--- src/sv/tapc_pkg.sv ---
// Shared types and constants for the three-axis PID controller.
// Holds field widths, register indexes, lane operation codes and the control word.
// No dependencies.
`default_nettype none

package tapc_pkg;

  // Build defaults handed to the top level parameters.
  localparam int unsigned AXES_DEFAULT        = 3;
  localparam int unsigned VALUE_WIDTH_DEFAULT = 32;

  // Fixed field widths.
  localparam int unsigned POS_W      = 32;
  localparam int unsigned DRIVE_W    = 32;
  localparam int unsigned GAIN_W     = 24;
  localparam int unsigned STEP_W     = 16;
  localparam int unsigned FRAC_W     = 16;
  localparam int unsigned CFG_IDX_W  = 4;
  localparam int unsigned CFG_DATA_W = 32;

  // Width of the multiplier's magnitude operand; wider values go in two chunks.
  localparam int unsigned MUL_A_W = 32;

  // Register values after reset.
  localparam logic [GAIN_W-1:0] GAIN_P_RESET    = 24'd65536;
  localparam logic [GAIN_W-1:0] GAIN_I_RESET    = 24'd0;
  localparam logic [GAIN_W-1:0] GAIN_D_RESET    = 24'd0;
  localparam logic [STEP_W-1:0] STEP_TIME_RESET = 16'd1311;
  localparam logic [STEP_W-1:0] STEP_RATE_RESET = 16'd50;

  // Configuration register indexes.
  typedef enum logic [CFG_IDX_W-1:0] {
    REG_TARGET_X  = 4'd0,
    REG_TARGET_Y  = 4'd1,
    REG_TARGET_Z  = 4'd2,
    REG_GAIN_P    = 4'd3,
    REG_GAIN_I    = 4'd4,
    REG_GAIN_D    = 4'd5,
    REG_STEP_TIME = 4'd6,
    REG_STEP_RATE = 4'd7
  } cfg_reg_e;

  // Products each lane forms in turn, in this order.
  typedef enum logic [2:0] {
    OP_TIME  = 3'd0,  // error times dt, feeds the integral
    OP_RATE  = 3'd1,  // error change times rate, the derivative
    OP_PROP  = 3'd2,  // Kp times error
    OP_INTEG = 3'd3,  // Ki times integral
    OP_DERIV = 3'd4   // Kd times derivative
  } op_e;

  // Control word from the sequencer to every lane.
  typedef struct packed {
    logic err_en;
    logic load_en;
    logic lo_en;
    logic hi_en;
    logic fin_en;
    logic apply_en;
    logic out_en;
    op_e  op;
  } ctrl_t;

  // Register index of the setpoint for one axis.
  function automatic cfg_reg_e target_index(input int unsigned axis);
    cfg_reg_e idx;
    unique case (axis)
      0:       idx = REG_TARGET_X;
      1:       idx = REG_TARGET_Y;
      default: idx = REG_TARGET_Z;
    endcase
    return idx;
  endfunction

endpackage

`default_nettype wire

--- src/sv/tapc_seq.sv ---
// Sequencer shared by all PID lanes: steps the lanes through their products.
// Also owns the input ready and the output valid flag.
// Depends on tapc_pkg.
`default_nettype none

module tapc_seq (
  input  logic            clk,
  input  logic            rst,
  input  logic            in_valid,
  output logic            in_ready,
  output logic            out_valid,
  input  logic            out_ready,
  output tapc_pkg::ctrl_t ctrl
);
  import tapc_pkg::*;

  typedef enum logic [6:0] {
    S_IDLE  = 7'b0000001,
    S_LOAD  = 7'b0000010,
    S_LO    = 7'b0000100,
    S_HI    = 7'b0001000,
    S_FIN   = 7'b0010000,
    S_APPLY = 7'b0100000,
    S_FINAL = 7'b1000000
  } state_t;

  state_t state;
  state_t state_next;
  op_e    op;
  logic   accept;
  logic   out_free;
  logic   last_op;

  function automatic op_e following_op(input op_e cur);
    op_e nxt;
    unique case (cur)
      OP_TIME:  nxt = OP_RATE;
      OP_RATE:  nxt = OP_PROP;
      OP_PROP:  nxt = OP_INTEG;
      OP_INTEG: nxt = OP_DERIV;
      default:  nxt = OP_TIME;
    endcase
    return nxt;
  endfunction

  assign in_ready = (state == S_IDLE);
  assign accept   = in_valid && in_ready;
  assign out_free = !out_valid || out_ready;
  assign last_op  = (op == OP_DERIV);

  // Next state: five phases per product, then a final saturating step.
  always_comb begin
    state_next = state;
    unique case (state)
      S_IDLE:  if (accept) state_next = S_LOAD;
      S_LOAD:  state_next = S_LO;
      S_LO:    state_next = S_HI;
      S_HI:    state_next = S_FIN;
      S_FIN:   state_next = S_APPLY;
      S_APPLY: state_next = last_op ? S_FINAL : S_LOAD;
      S_FINAL: if (out_free) state_next = S_IDLE;
      default: state_next = S_IDLE;
    endcase
  end

  always_ff @(posedge clk) begin
    if (rst) begin
      state <= S_IDLE;
    end else begin
      state <= state_next;
    end
  end

  // Product counter.
  always_ff @(posedge clk) begin
    if (rst) begin
      op <= OP_TIME;
    end else if (accept) begin
      op <= OP_TIME;
    end else if (state == S_APPLY) begin
      op <= following_op(op);
    end
  end

  // The output word stays valid until taken.
  always_ff @(posedge clk) begin
    if (rst) begin
      out_valid <= 1'b0;
    end else if (ctrl.out_en) begin
      out_valid <= 1'b1;
    end else if (out_ready) begin
      out_valid <= 1'b0;
    end
  end

  // Control word to the lanes.
  always_comb begin
    ctrl.err_en   = accept;
    ctrl.load_en  = (state == S_LOAD);
    ctrl.lo_en    = (state == S_LO);
    ctrl.hi_en    = (state == S_HI);
    ctrl.fin_en   = (state == S_FIN);
    ctrl.apply_en = (state == S_APPLY);
    ctrl.out_en   = (state == S_FINAL) && out_free;
    ctrl.op       = op;
  end

endmodule

`default_nettype wire

--- config.mk ---
export PLATFORM = sky130hd
export DESIGN_NAME = tapc_seq
export DESIGN_NICKNAME = d
export VERILOG_FILES = /design/src/sv/tapc_pkg.sv /design/src/sv/tapc_seq.sv
export SDC_FILE = /design/constraint.sdc
export NUM_CORES = 1
export LEC_CHECK = 0
export BUFFER_PORTS_ARGS = -buffer_cell sky130_fd_sc_hd__clkbuf_2
export CORE_AREA = 2 2 39 41
export DETAILED_ROUTE_END_ITERATION = 10
export DIE_AREA = 0 0 41 43
export PLACE_DENSITY_LB_ADDON = 0.08
export SLEW_MARGIN = 25
export SYNTH_ARGS = -nofsm -noshare
export SYNTH_HDL_FRONTEND = slang
export SYNTH_SLANG_ARGS = --single-unit
--- constraint.sdc ---
create_clock -name clk -period 1.8 [get_ports clk]
set_input_delay 0.36 -clock clk [delete_from_list [all_inputs] [get_ports clk]]
set_output_delay 0.36 -clock clk [all_outputs]
set_load 0.05 [all_outputs]
**Yosys cells after proc, flatten, opt, wreduce, memory -nomap -nowiden**

Cells that the tools add are included.

- Flip-flop bits (word level): 11
- Input bits: 4
- Output and inout bits: 12
- Word-level logic and storage cells: 31

- Equality and inequality tests: 13
- Mux-type cells: 7
- Reductions and logical operators: 8

Operators by type and width:

| operator | count |
|---|---|
| $pmux W7 S7 | 1 |
| $mux W7 | 3 |
| $pmux W3 S4 | 1 |
| $eq A7 B1 Y1 const B | 1 |
| $eq A7 B2 Y1 const B | 1 |
| $eq A7 B3 Y1 const B | 1 |
| $eq A7 B4 Y1 const B | 1 |
| $eq A7 B5 Y1 const B | 1 |
| $eq A7 B6 Y1 const B | 1 |
| $eq A7 B7 Y1 const B | 1 |
| $eq A3 B2 Y1 const B | 2 |
| $eq A3 B1 Y1 const B | 1 |
| $eq A3 B3 Y1 const B | 1 |
| $logic_not A3 Y1 | 1 |
| $logic_and A1 B1 Y1 | 2 |
| $mux W1 | 2 |
| $ne A2 B1 Y1 const B | 1 |
| $ne A2 B2 Y1 const B | 1 |
| $reduce_and A2 Y1 | 1 |
| $reduce_bool A2 Y1 | 1 |
| $reduce_or A2 Y1 | 1 |
| $logic_not A1 Y1 | 1 |
| $logic_or A1 B1 Y1 | 1 |

**Logic depth before layout (Yosys ltp)**

- Word-level depth: 4
- Gate-level depth with buffers: 4
- Gate-level depth less buffers: 3

**Worst setup path after synthesis**

OpenSTA, ideal clock, no wires.

- Path type: reg2out
- Start: reg state[0]
- End: out ctrl[3] in the netlist's numbering
- Arrival time: 2.237 ns
- Required time: 1.440 ns
- Path slack: -0.797 ns
- Stages on the path, launching flop included: 5
- Path buffers: 1
- Cells stage by stage: dfxtp_1 > buf_2 > nor3_1 > nand2_1 > nor3b_1

RTL lines:

| item | line | source |
|---|---|---|
| start, declared | tapc_seq.sv:27 | `state_t state;` |
| start signal, assigned | tapc_seq.sv:70 | `state <= state_next;` |
| end, declared | tapc_seq.sv:13 | `output tapc_pkg::ctrl_t ctrl` |

==> run summary <==
Final nets -> 113
CP Class -> reg -> out
Hold crit path type -> in -> reg
Power Total -> 0.000820 W
R2R Setup Slk -> 0.12 ns
Layout Utilization -> 77.9%
Number of flops mapped to enable cells by yosys -> 0
CTS max path bufs -> 2
Skew final -> 0.00404 ns
Drt first pass iters -> 4
Syn Area/Cell -> 8.48 um^2
GRT Util Overall -> 24.9%
DRC -> 0
Routed length per instance -> 15.4 um
Vias in the first global route -> 680
RePlAce Congestion -> 0.818
Initial DRC Count -> 12
Clock root cell -> clkbuf_4
Post-route setup slack -> -0.176 ns
CP endpoint kind -> output port
Core Box Area -> 1380 um^2
Worst-path clk slew -> 0.07 ns
Synth unique cells -> 30
Routed WL -> 1910 um
Initial antenna violation count -> 0
Part of the Yosys area used for sequential elements -> 36.1%
Most frequent cells in the layout -> buf_4, clkbuf_2, buf_8
Met2 usage -> 38.1%
Die footprint -> 1760 um^2
Fill cell count -> 94
Top post-synthesis cells by area -> dfxtp_1, a41o_1, nor2_1
Crit Path Max Fanout -> 4
Placed Area -> 800 um^2
Total I/O pin count -> 16
Ys flop type -> dfxtp_1
Clk_lat worst skew -> 0.28 ns
Final std cells w/o fill -> 124
Leading area contributor after synthesis -> dfxtp_1
Ant. Diodes -> 0
Die height -> 43 um
Htree depth -> 1
Mapped Nets -> 76
First-pass GRT wire length -> 2910 um
Area grow syn2layout -> 76.6%
RSZ-0062 raised after global routing -> true
Setup violators final -> 6
Max-cap check violation count -> 0
Arrival time of the worst setup path -> 1.62 ns
Post-DP HPWL -> 1140 um
Worst Setup SP -> state[4]
Worst VDD drop -> 0.514 mV
Pin count of the biggest net entering global routing -> 9
Mapped Cells -> 72
Pleak -> 0.431 nW
Dpl cells -> 109
# rows -> 14
GRT busiest layer -> met2
DRT antenna net count -> 0
R2R Path Start -> state[5]
Via count -> 711
Failing checks -> setup timing
Critical path startpoint category -> register
CP Data Required Time -> 1.44 ns
Status -> complete, but fails checks
Global routing usage on met1 -> 29.3%
Synth async-reset ratio -> 0%
Number of CTS-inserted buffers -> 3
Hold Path Origin -> rst
PortBufs -> 15
Fin. max-slew vios -> 0
Synth Register Bits -> 11
Grt total ovfl -> 0
Warnings, synthesis -> 0
Slew margin rel. -> 73.7%
Cell area after synthesis -> 611 um^2
Pwr per Cell Area -> 760 nW/um^2
Initial Util -> 44.1%
Chip width -> 41 um
Worst-margin pin slew -> 0.393 ns
Final Hold Viols -> 0
Fmax achieved -> 506 MHz
Post-route cell area -> 1080 um^2
TritonCTS clock tree -> yes
Routing usage on met3 -> 7.85%
Post-synth top area share -> 36.1%
Crit path time final -> 1.98 ns
Commonest non-fill, non-tap cell in the layout -> buf_4
Min Hold Slack -> 0.300 ns
Layout cells sized above 1 -> 57.4%
Clk sinks -> 11
Via/cell ratio -> 5.73
Part of the cycle the worst path needs -> 110%
-- sequential cells by signal, summed over array words and instances (netlist names) --
signal and cells:
state 7, out_valid 1, op 3
-- layer usage --
layer  part of all wire (%)  up-vias
met4                    1.5        0
met2                     52       16
met1                     42      337
li1                       -      354
met3                    4.0        4
met5                      0        -
-- per-stage QoR --
| stage | setup slack (ns) | TNS (ns) |
|---|---|---|
| finish | -0.176 | -0.546 |
| detailed placement | -0.00538 | -0.00886 |
| CTS | -0.223 | -0.571 |
| floorplan | -0.00175 | -0.00351 |
| global route | -0.226 | -0.976 |
| global placement | 0.00726 | 0 |
-- worst max-delay path, cell delays in order, from the launching register on --
cell and delay [ns]:
dfxtp_2 0.32, or3_4 0.38, or3_4 0.38, nor2_4 0.11, buf_8 0.15
-- synthesized netlist by cell type (all sizes together) (2+ instances only) --
master / number
a211oi: 2
a21oi: 2
a31oi: 2
a41o: 3
buf: 2
dfxtp: 11
inv: 3
nand2: 5
nand2b: 2
nand3: 4
nor2: 8
nor2b: 2
nor3b: 4
nor4: 3
o21ai: 4
or3: 2
or3b: 2
-- final timing paths --
kind                    to  cells after the start
hold reg to reg      op[1]                      2
setup / recovery   ctrl[7]                      4
setup reg to reg     op[2]                      4
hold / removal    state[6]                      2
-- final cells by class --
type	count	area, um^2	share of cell area (%)
clock buffer	4	26.3	2.44
sequential	11	235	21.8
multi-input combinational	56	472	43.7
inverter	3	11.3	1.04
tap	16	20.0	1.86
timing repair buffer	34	314	29.1
-- kinds of logic (layout without fill, tap and decap cells) --
family | Yosys count | after routing | synth area share, %
buffers and inverters | 5 | 41 | 3.89
flip-flops | 11 | 11 | 36.1
AND/OR/NAND/NOR | 40 | 40 | 41.2
AO/OA/AOI/OAI | 15 | 15 | 17.4
XOR/XNOR | 1 | 1 | 1.43
-- report_power, final --
part           leakage, nW  internal (W)  switching, W
logic                0.324      0.000179      0.000202
registers           0.0923      0.000252     0.0000101
clock network       0.0150     0.0000861     0.0000905
-- timing repair --
| action | 4_1_cts | 5_1_grt |
|---|---|---|
| buffers inserted | 5 | 6 |
| setup endpoints to repair | 8 | 8 |
| resized for setup | 27 | 22 |
| hold buffers | 0 | 0 |
| pin swaps | 4 | 6 |
No activity file was read; power rests on OpenSTA's default activity.
