File: src/sv/tapc_pkg.sv
// Shared types and constants for the three-axis PID controller.
// Holds field widths, register indexes, lane operation codes and the control word.
// No dependencies.
`default_nettype none

package tapc_pkg;

  // Build defaults handed to the top level parameters.
  localparam int unsigned AXES_DEFAULT        = 3;
  localparam int unsigned VALUE_WIDTH_DEFAULT = 32;

  // Fixed field widths.
  localparam int unsigned POS_W      = 32;
  localparam int unsigned DRIVE_W    = 32;
  localparam int unsigned GAIN_W     = 24;
  localparam int unsigned STEP_W     = 16;
  localparam int unsigned FRAC_W     = 16;
  localparam int unsigned CFG_IDX_W  = 4;
  localparam int unsigned CFG_DATA_W = 32;

  // Width of the multiplier's magnitude operand; wider values go in two chunks.
  localparam int unsigned MUL_A_W = 32;

  // Register values after reset.
  localparam logic [GAIN_W-1:0] GAIN_P_RESET    = 24'd65536;
  localparam logic [GAIN_W-1:0] GAIN_I_RESET    = 24'd0;
  localparam logic [GAIN_W-1:0] GAIN_D_RESET    = 24'd0;
  localparam logic [STEP_W-1:0] STEP_TIME_RESET = 16'd1311;
  localparam logic [STEP_W-1:0] STEP_RATE_RESET = 16'd50;

  // Configuration register indexes.
  typedef enum logic [CFG_IDX_W-1:0] {
    REG_TARGET_X  = 4'd0,
    REG_TARGET_Y  = 4'd1,
    REG_TARGET_Z  = 4'd2,
    REG_GAIN_P    = 4'd3,
    REG_GAIN_I    = 4'd4,
    REG_GAIN_D    = 4'd5,
    REG_STEP_TIME = 4'd6,
    REG_STEP_RATE = 4'd7
  } cfg_reg_e;

  // Products each lane forms in turn, in this order.
  typedef enum logic [2:0] {
    OP_TIME  = 3'd0,  // error times dt, feeds the integral
    OP_RATE  = 3'd1,  // error change times rate, the derivative
    OP_PROP  = 3'd2,  // Kp times error
    OP_INTEG = 3'd3,  // Ki times integral
    OP_DERIV = 3'd4   // Kd times derivative
  } op_e;

  // Control word from the sequencer to every lane.
  typedef struct packed {
    logic err_en;
    logic load_en;
    logic lo_en;
    logic hi_en;
    logic fin_en;
    logic apply_en;
    logic out_en;
    op_e  op;
  } ctrl_t;

  // Register index of the setpoint for one axis.
  function automatic cfg_reg_e target_index(input int unsigned axis);
    cfg_reg_e idx;
    unique case (axis)
      0:       idx = REG_TARGET_X;
      1:       idx = REG_TARGET_Y;
      default: idx = REG_TARGET_Z;
    endcase
    return idx;
  endfunction

endpackage

`default_nettype wire

File: src/sv/tapc_lane.sv
// One PID lane: error, integral, derivative and drive for a single axis.
// Uses one 32x24 multiplier for all of its products in turn, sequenced by tapc_seq.
// Depends on tapc_pkg.
`default_nettype none

module tapc_lane #(
  parameter int unsigned VALUE_WIDTH = tapc_pkg::VALUE_WIDTH_DEFAULT
) (
  input  logic                                 clk,
  input  logic                                 rst,
  input  tapc_pkg::ctrl_t                      ctrl,
  input  logic signed [tapc_pkg::POS_W-1:0]    target,
  input  logic signed [tapc_pkg::POS_W-1:0]    position,
  input  logic [tapc_pkg::GAIN_W-1:0]          gain_p,
  input  logic [tapc_pkg::GAIN_W-1:0]          gain_i,
  input  logic [tapc_pkg::GAIN_W-1:0]          gain_d,
  input  logic [tapc_pkg::STEP_W-1:0]          step_time,
  input  logic [tapc_pkg::STEP_W-1:0]          step_rate,
  output logic signed [tapc_pkg::DRIVE_W-1:0]  drive,
  output logic                                 clip
);
  import tapc_pkg::*;

  localparam int unsigned MAG_W  = VALUE_WIDTH + 1;
  localparam int unsigned ACC_W  = MAG_W + GAIN_W;
  localparam int unsigned TERM_W = ACC_W + 1;
  localparam int unsigned SUM_W  = ACC_W + 3;
  localparam int unsigned OUT_W  = (VALUE_WIDTH < DRIVE_W) ? VALUE_WIDTH : DRIVE_W;
  localparam int unsigned PAD_W  = 2 * MUL_A_W;
  localparam int unsigned PROD_W = MUL_A_W + GAIN_W;

  // Saturate to VALUE_WIDTH; the top bit of the result is the clip flag.
  function automatic logic [VALUE_WIDTH:0] sat_value(input logic signed [SUM_W-1:0] x);
    logic all_ones;
    logic all_zeros;
    all_ones  = &x[SUM_W-1:VALUE_WIDTH-1];
    all_zeros = ~|x[SUM_W-1:VALUE_WIDTH-1];
    if (all_ones || all_zeros) begin
      return {1'b0, x[VALUE_WIDTH-1:0]};
    end else if (x[SUM_W-1]) begin
      return {1'b1, 1'b1, {(VALUE_WIDTH-1){1'b0}}};
    end else begin
      return {1'b1, 1'b0, {(VALUE_WIDTH-1){1'b1}}};
    end
  endfunction

  // Saturate to the drive width; the top bit of the result is the clip flag.
  function automatic logic [OUT_W:0] sat_drive(input logic signed [SUM_W-1:0] x);
    logic all_ones;
    logic all_zeros;
    all_ones  = &x[SUM_W-1:OUT_W-1];
    all_zeros = ~|x[SUM_W-1:OUT_W-1];
    if (all_ones || all_zeros) begin
      return {1'b0, x[OUT_W-1:0]};
    end else if (x[SUM_W-1]) begin
      return {1'b1, 1'b1, {(OUT_W-1){1'b0}}};
    end else begin
      return {1'b1, 1'b0, {(OUT_W-1){1'b1}}};
    end
  endfunction

  // Loop state, cleared at reset.
  logic signed [VALUE_WIDTH-1:0] error_sum;
  logic signed [VALUE_WIDTH-1:0] last_error;

  // Working registers for the current sample.
  logic signed [VALUE_WIDTH-1:0] err;
  logic signed [VALUE_WIDTH-1:0] deriv;
  logic [MAG_W-1:0]              mag;
  logic                          neg;
  logic [GAIN_W-1:0]             gain_reg;
  logic [ACC_W-1:0]              acc;
  logic signed [TERM_W-1:0]      term;
  logic signed [SUM_W-1:0]       sum;
  logic                          clip_acc;

  logic signed [SUM_W-1:0]       err_wide;
  logic [VALUE_WIDTH:0]          err_sat;
  logic signed [MAG_W-1:0]       opnd;
  logic [MAG_W-1:0]              opnd_bits;
  logic [MAG_W-1:0]              mag_next;
  logic [GAIN_W-1:0]             gain_next;
  logic [PAD_W-1:0]              mag_pad;
  logic [MUL_A_W-1:0]            mul_a;
  logic [PROD_W-1:0]             prod;
  logic [PROD_W+MUL_A_W-1:0]     prod_hi;
  logic [ACC_W-1:0]              shifted;
  logic signed [TERM_W-1:0]      term_mag;
  logic signed [SUM_W-1:0]       apply_in;
  logic [VALUE_WIDTH:0]          apply_sat;
  logic [OUT_W:0]                drive_sat;
  logic signed [OUT_W-1:0]       drive_val;

  // Error against the setpoint, saturated.
  assign err_wide = SUM_W'(target) - SUM_W'(position);
  assign err_sat  = sat_value(err_wide);

  // Operand and gain for the next product.
  always_comb begin
    unique case (ctrl.op)
      OP_TIME: begin
        opnd      = MAG_W'(err);
        gain_next = GAIN_W'(step_time);
      end
      OP_RATE: begin
        opnd      = MAG_W'(err) - MAG_W'(last_error);
        gain_next = GAIN_W'(step_rate);
      end
      OP_PROP: begin
        opnd      = MAG_W'(err);
        gain_next = gain_p;
      end
      OP_INTEG: begin
        opnd      = MAG_W'(error_sum);
        gain_next = gain_i;
      end
      OP_DERIV: begin
        opnd      = MAG_W'(deriv);
        gain_next = gain_d;
      end
      default: begin
        opnd      = MAG_W'(err);
        gain_next = gain_p;
      end
    endcase
  end

  assign opnd_bits = opnd;
  assign mag_next  = opnd[MAG_W-1] ? (~opnd_bits + 1'b1) : opnd_bits;

  // Magnitude product, low chunk then high chunk.
  assign mag_pad = PAD_W'(mag);
  assign mul_a   = ctrl.hi_en ? mag_pad[PAD_W-1:MUL_A_W] : mag_pad[MUL_A_W-1:0];
  assign prod    = PROD_W'(mul_a) * PROD_W'(gain_reg);
  assign prod_hi = {prod, {MUL_A_W{1'b0}}};

  // Scale the magnitude back to Q16.16, truncating; the rate product is not shifted.
  assign shifted  = (ctrl.op == OP_RATE) ? acc : (acc >> FRAC_W);
  assign term_mag = TERM_W'(shifted);

  // The integral adds its term to the running sum; the derivative saturates alone.
  assign apply_in  = (ctrl.op == OP_TIME) ? (SUM_W'(error_sum) + SUM_W'(term))
                                          : SUM_W'(term);
  assign apply_sat = sat_value(apply_in);

  assign drive_sat = sat_drive(sum);
  assign drive_val = drive_sat[OUT_W-1:0];

  // Integral and last error.
  always_ff @(posedge clk) begin
    if (rst) begin
      error_sum  <= '0;
      last_error <= '0;
    end else if (ctrl.apply_en) begin
      if (ctrl.op == OP_TIME) begin
        error_sum <= apply_sat[VALUE_WIDTH-1:0];
      end
      if (ctrl.op == OP_RATE) begin
        last_error <= err;
      end
    end
  end

  // Datapath registers.
  always_ff @(posedge clk) begin
    if (ctrl.err_en) begin
      err      <= err_sat[VALUE_WIDTH-1:0];
      clip_acc <= err_sat[VALUE_WIDTH];
    end
    if (ctrl.load_en) begin
      mag      <= mag_next;
      neg      <= opnd[MAG_W-1];
      gain_reg <= gain_next;
    end
    if (ctrl.lo_en) begin
      acc <= ACC_W'(prod);
    end
    if (ctrl.hi_en) begin
      acc <= acc + ACC_W'(prod_hi);
    end
    if (ctrl.fin_en) begin
      term <= neg ? -term_mag : term_mag;
    end
    if (ctrl.apply_en) begin
      unique case (ctrl.op)
        OP_TIME: begin
          clip_acc <= clip_acc | apply_sat[VALUE_WIDTH];
        end
        OP_RATE: begin
          deriv    <= apply_sat[VALUE_WIDTH-1:0];
          clip_acc <= clip_acc | apply_sat[VALUE_WIDTH];
        end
        OP_PROP: begin
          sum <= SUM_W'(term);
        end
        default: begin
          sum <= sum + SUM_W'(term);
        end
      endcase
    end
    if (ctrl.out_en) begin
      drive <= DRIVE_W'(drive_val);
      clip  <= clip_acc | drive_sat[OUT_W];
    end
  end

endmodule

`default_nettype wire

File: config.mk
export PLATFORM = sky130hd
export DESIGN_NAME = tapc_lane
export DESIGN_NICKNAME = d
export VERILOG_FILES = /design/src/sv/tapc_pkg.sv /design/src/sv/tapc_lane.sv
export SDC_FILE = /design/constraint.sdc
export NUM_CORES = 2
export LEC_CHECK = 0
export ABC_AREA = 1
export BUFFER_PORTS_ARGS = -buffer_cell sky130_fd_sc_hd__clkbuf_2
export CORE_ASPECT_RATIO = 1.2
export CORE_UTILIZATION = 68
export CTS_BUF_LIST = sky130_fd_sc_hd__clkbuf_8
export DETAILED_ROUTE_END_ITERATION = 8
export PLACE_DENSITY_LB_ADDON = 0.25
export SLEW_MARGIN = 20
export SYNTH_ARGS = -nofsm -noshare
export SYNTH_HDL_FRONTEND = slang
export SYNTH_SLANG_ARGS = --single-unit
File: constraint.sdc
create_clock -name clk -period 13.9 [get_ports clk]
set_input_delay 1.39 -clock clk [delete_from_list [all_inputs] [get_ports clk]]
set_output_delay 1.39 -clock clk [all_outputs]
set_load 0.02 [all_outputs]
Word level (Yosys, flattened, before mapping):

Index checks and enable logic that the tools add are counted.

* input bits: 180
* output and inout port bits: 33
* bits in registers: 395

* bitwise logic cells: 4
* multipliers: 1
* equal/unequal tests: 4
* add/subtract/negate cells: 7
* multiplexer cells: 19
* reductions and logical operators: 18

Operator list (number)
* $mux 57: 4
* $mux 32: 5
* $pmux 60 s2: 1
* $mux 33: 3
* $pmux 33 s3: 1
* $pmux 24 s4: 1
* $reduce_and 29->1: 3
* $reduce_or 29->1: 3
* $sub 32x32->33: 2
* $add 60x58->60: 1
* $mux 60: 1
* $add 32x58->59: 1
* $neg 57->58: 1
* $add 57x57->57: 1
* $mul 32x24->56: 1
* $add 33x1->33 const B: 1
* $not 33->33: 1
* $eq 3x2->1 const B: 2
* $reduce_and 2->1: 3
* $eq 3x1->1 const B: 1
* $eq 3x3->1 const B: 1
* $logic_not 1->1: 3
* $logic_not 3->1: 1
* $logic_or 1x1->1: 3
* 5 further kinds: 8

Longest topological paths before layout:

* depth after elaboration: 9
* gate-level depth with buffers: 39
* depth with buffers taken out: 37

Least setup slack after synthesis:

OpenSTA, ideal clock, no wires.

* path type: input to register
* start: input port ctrl[6] in the netlist's numbering
* end: register acc[55] (data pin)
* arrival time: 8354 ps
* stages: 37
* buffers on the path: 2
* library setup time: 258 ps
* path slack: 5288 ps
* cell sequence: inv_1 -> clkbuf_1 -> nand2_1 -> inv_1 -> clkbuf_1 -> nand2_1 -> fa_1 -> inv_1 -> fa_1 -> inv_1 -> fa_1 -> inv_1 -> ha_1 -> fa_1 -> inv_1 -> fa_1 -> fa_1 -> inv_1 -> ha_1 -> a21oi_1 -> o21ai_0 -> a21oi_1 -> xor2_1 -> ha_1 -> nand2_1 -> inv_1 -> nand3_1 -> o221ai_1 -> a21oi_1 -> inv_1 -> a21oi_1 -> o21a_1 -> inv_1 -> nand2_1 -> nand3_1 -> o21ai_0 -> nand2_1

* cells in the longest elaborated chain, start to end: 4

RTL lines
* from (decl): line tapc_lane.sv:11 `input tapc_pkg::ctrl_t ctrl,`
* $mux 32: line tapc_lane.sv:133 `assign mul_a = ctrl.hi_en ? mag_pad[PAD_W-1:MUL_A_W] : mag_pad[MUL_A_W-1:0];`
* $mul 32x24->56: line tapc_lane.sv:134 `assign prod = PROD_W'(mul_a) * PROD_W'(gain_reg);`
* $add 57x57->57 or $mux 57 (tied branches): line tapc_lane.sv:179, tapc_lane.sv:175
* $mux 57 *: line tapc_lane.sv:178 `if (ctrl.hi_en) begin`
* to (signal assigned): line tapc_lane.sv:176 `acc <= ACC_W'(prod);`
* to (signal assigned): line tapc_lane.sv:179 `acc <= acc + ACC_W'(prod_hi);`
* to (decl): line tapc_lane.sv:72 `logic [ACC_W-1:0] acc;`

Every way passes the cells marked *; elsewhere a longest branch is shown, timed or not. The select of a mux whose other input is x is not followed.
A chain may end at the register's enable or synchronous reset.

Worst setup path in the final report:

* start: input port ctrl[6] in the netlist's numbering
* end: register acc[42] (data pin)

Same word-level chain as after synthesis.

==> out/metrics.csv <==
stage,metric,value,unit
clocking,buffer count from post-CTS setup fixing,0,
route,vias,55600,
final_layout,largest register by flop count,sum,
clocking,H-tree depth,3,
final_layout,"Design Area, Final",61500,um^2
setup_path,"Arr. time, crit path",10.83,ns
clocking,total CTS buffers,71,
timing,Final Hold Viols,0,
yosys,number of flops mapped to enable cells by yosys,330,
route,post-route ant nets,0,
grt,antenna violations before repair,6,
route,routed len/inst,21.9,um
grt,global-route wire length before repair,311,mm
clocking,CTS tree,built,
setup_path,Critical Path RT,14.33,ns
setup_path,reg2reg end,acc[42],
placed_design,Placer Congestion,1.08,
setup_path,WS Path Type,in -> reg,
final_layout,max reg flops,60,
grt,GRT Max-Usage Layer,met2,
final_layout,NumNets Final,9360,
setup_path,CP dominant cell by count,inv_1,
yosys,"FFs w/ async S/R, synth",0,
final_layout,# fillers,6814,
timing,Least-Margin Pin Slew,1.21,ns
die,Die Wd,269,um
min_path,Hold EP,last_error[3],
final_layout,Top Registers,"sum (60), term (58), acc (57)",
final_layout,final core area utilization,0.726,
setup_path,"Largest stage delay, worst path",0.70,ns
yosys,Post-Syn Nets,9255,
clocking,Sink Count,395,
grt,total congestion overflow,0,
die,initial core utilization,0.685,
grt,met2 Track Usage GR,0.784,
grt,M1 GR Usage,0.499,
placed_design,Placed Area,60000,um^2
clocking,clock-pin slew of the registers on the worst-case setup and hold paths,0.07,ns
min_path,WHS Path Cells,2,
timing,RSZ-0062 raised after global routing,no,
timing,fin. max-slew vios,0,
clocking,clk buf depth,3,
setup_path,worst r2r src,gain_reg[22],
timing,final worst path period share,0.748,
die,I/O pin count,213,
timing,Setup Viol. Count Final,0,
timing,worst rel slew slack,0.194,
clocking,hold_buf cts,0,
grt,met3 Usage GRT,0.128,
yosys,sequential fraction of the synthesis area,0.193,
yosys,Post-Syn Instances,8021,
route,DRC errors left,0,
placed_design,DPL Wire Length,164,mm
min_path,HP Class,reg -> reg,
timing,FMAX,0.0961,GHz
final_layout,P&R area growth vs syn,5.99,%
setup_path,number of cells on the worst reg-to-reg path,21,
min_path,beginning of the worst hold path,last_error[3],
timing,Final Skew,0.0587,ns
setup_path,critical path's slowest cell,inv_1,
route,drt pass-1 iters,7,
clocking,root buffer selected by CTS,clkbuf_8,
grt,largest net degree at the start of global routing,83,
timing,crit path time final,10.40,ns
flow_run,MaxCap Viol Count,0,
setup_path,critical path peak fanout,37,
yosys,synthesized area per cell,7.24,um^2
final_layout,share of post-route cells with drive strength above 1,0.0638,
timing,WHS,0.462,ns
die,Core ar.,84800,um^2
clocking,"Gates resized, CTS repair",0,
yosys,Yosys reg bits,395,
setup_path,flop-to-flop setup slack,4.80,ns
setup_path,CP Capture Type,flop,
route,final WL,204,mm
die,FP Rows,117,
yosys,Syn. warnings,0,
timing,TNS Setup,0,ns
route,Vias per Instance,5.96,
yosys,top_reg_cell synth,edfxtp_1,
route,initial detailed-routing violation count,5325,
setup_path,CP Launch Type,primary input,
clocking,worst-skew pair later-pin latency,0.73,ns
status,status,completed,
grt,vias in the first global route,56700,
yosys,Synth Cell Area,58100,um^2
grt,GRT Total Usage,0.481,
die,Vert. Die Dim,322,um
yosys,Yosys cell types,74,
placed_design,port bufs,212,
die,die footprint,86500,um^2
==> worst max-delay path: cells and delay by family <==
kind | cells | cell delay, ns
AO/OA/AOI/OAI | 8 | 2.09
adder cells (fa/ha/maj) | 8 | 4.02
buffers and inverters | 10 | 2.36
AND/OR/NAND/NOR | 6 | 0.91
==> synth_stat cells (all sizes together), types with 59 or more instances <==
cell | count | area share
nand3 | 257 | 0.023
fa | 663 | 0.23
clkbuf | 180 | 0.012
nor2 | 800 | 0.053
xnor2 | 66 | 0.010
nand4 | 59 | 0.0066
or2 | 69 | 0.0074
nand2 | 2209 | 0.14
a21oi | 403 | 0.035
xor2 | 109 | 0.016
ha | 391 | 0.084
o21ai | 366 | 0.032
dfxtp | 65 | 0.022
inv | 1641 | 0.11
edfxtp | 330 | 0.17
==> final cells by class <==
class | count | area (um^2) | share of cell area
clock buffers | 76 | 1050 | 0.0170
diodes | 4 | 10.0 | 0.000163
clock inverters | 54 | 467 | 0.00759
well taps | 1130 | 1410 | 0.0230
flip-flops and latches | 395 | 11200 | 0.182
multi-input cells | 5730 | 39700 | 0.645
inverters | 1662 | 6240 | 0.101
repair buffers | 266 | 1470 | 0.0240
==> layout by cell type, fill, tap and decap left out, drive strengths merged, types with 23 or more instances in the layout <==
cell type and count:
nand2 2209, inv 1668, nor2 800, fa 663
a21oi 403, ha 391, o21ai 366, edfxtp 330
clkbuf 288, nand3 257, xor2 109, or2 69
xnor2 66, dfxtp 65, nand4 59, buf 54
nor3 54, clkinv 40, a221oi 36, o21a 36
a31oi 33, nand3b 30, a21o 26, nor4 23
==> worst max path at each step <==
stage	end	cells past startpoint	from
after floorplan	acc[55]	37	ctrl[6]
after global placement	acc[42]	32	ctrl[6]
after detailed placement	acc[55]	37	ctrl[6]
after CTS	acc[42]	32	ctrl[6]
after global routing	acc[56]	35	ctrl[6]
final	acc[42]	32	ctrl[6]
==> routing by layer <==
metal,share of wire,vias to the layer above
li1,-,25000
met1,0.32,25900
met2,0.46,3415
met3,0.10,1217
met4,0.11,6
met5,0.00020,-
==> stage by stage <==
stage          setup slack (ns)  instances
3_3_place_gp               3.26       9182
3_5_place_dp               3.08       9182
6_report                   3.50       9317
2_1_floorplan              5.29       8021
5_1_grt                    3.07       9314
4_1_cts                    3.79       9312
==> cells by family (layout without fill, tap and decap cells) <==
group,after synthesis,after routing,synth area share
flip-flops,395,395,0.193
AO/OA/AOI/OAI,987,987,0.0967
AND/OR/NAND/NOR,3514,3514,0.246
buffers and inverters,1896,2058,0.125
XOR/XNOR,175,175,0.0264
other,0,4,0
adder cells (fa/ha/maj),1054,1054,0.313
Power is not shown: default switching activity piles up to over one toggle a cycle in this logic, so the estimate is an artifact.
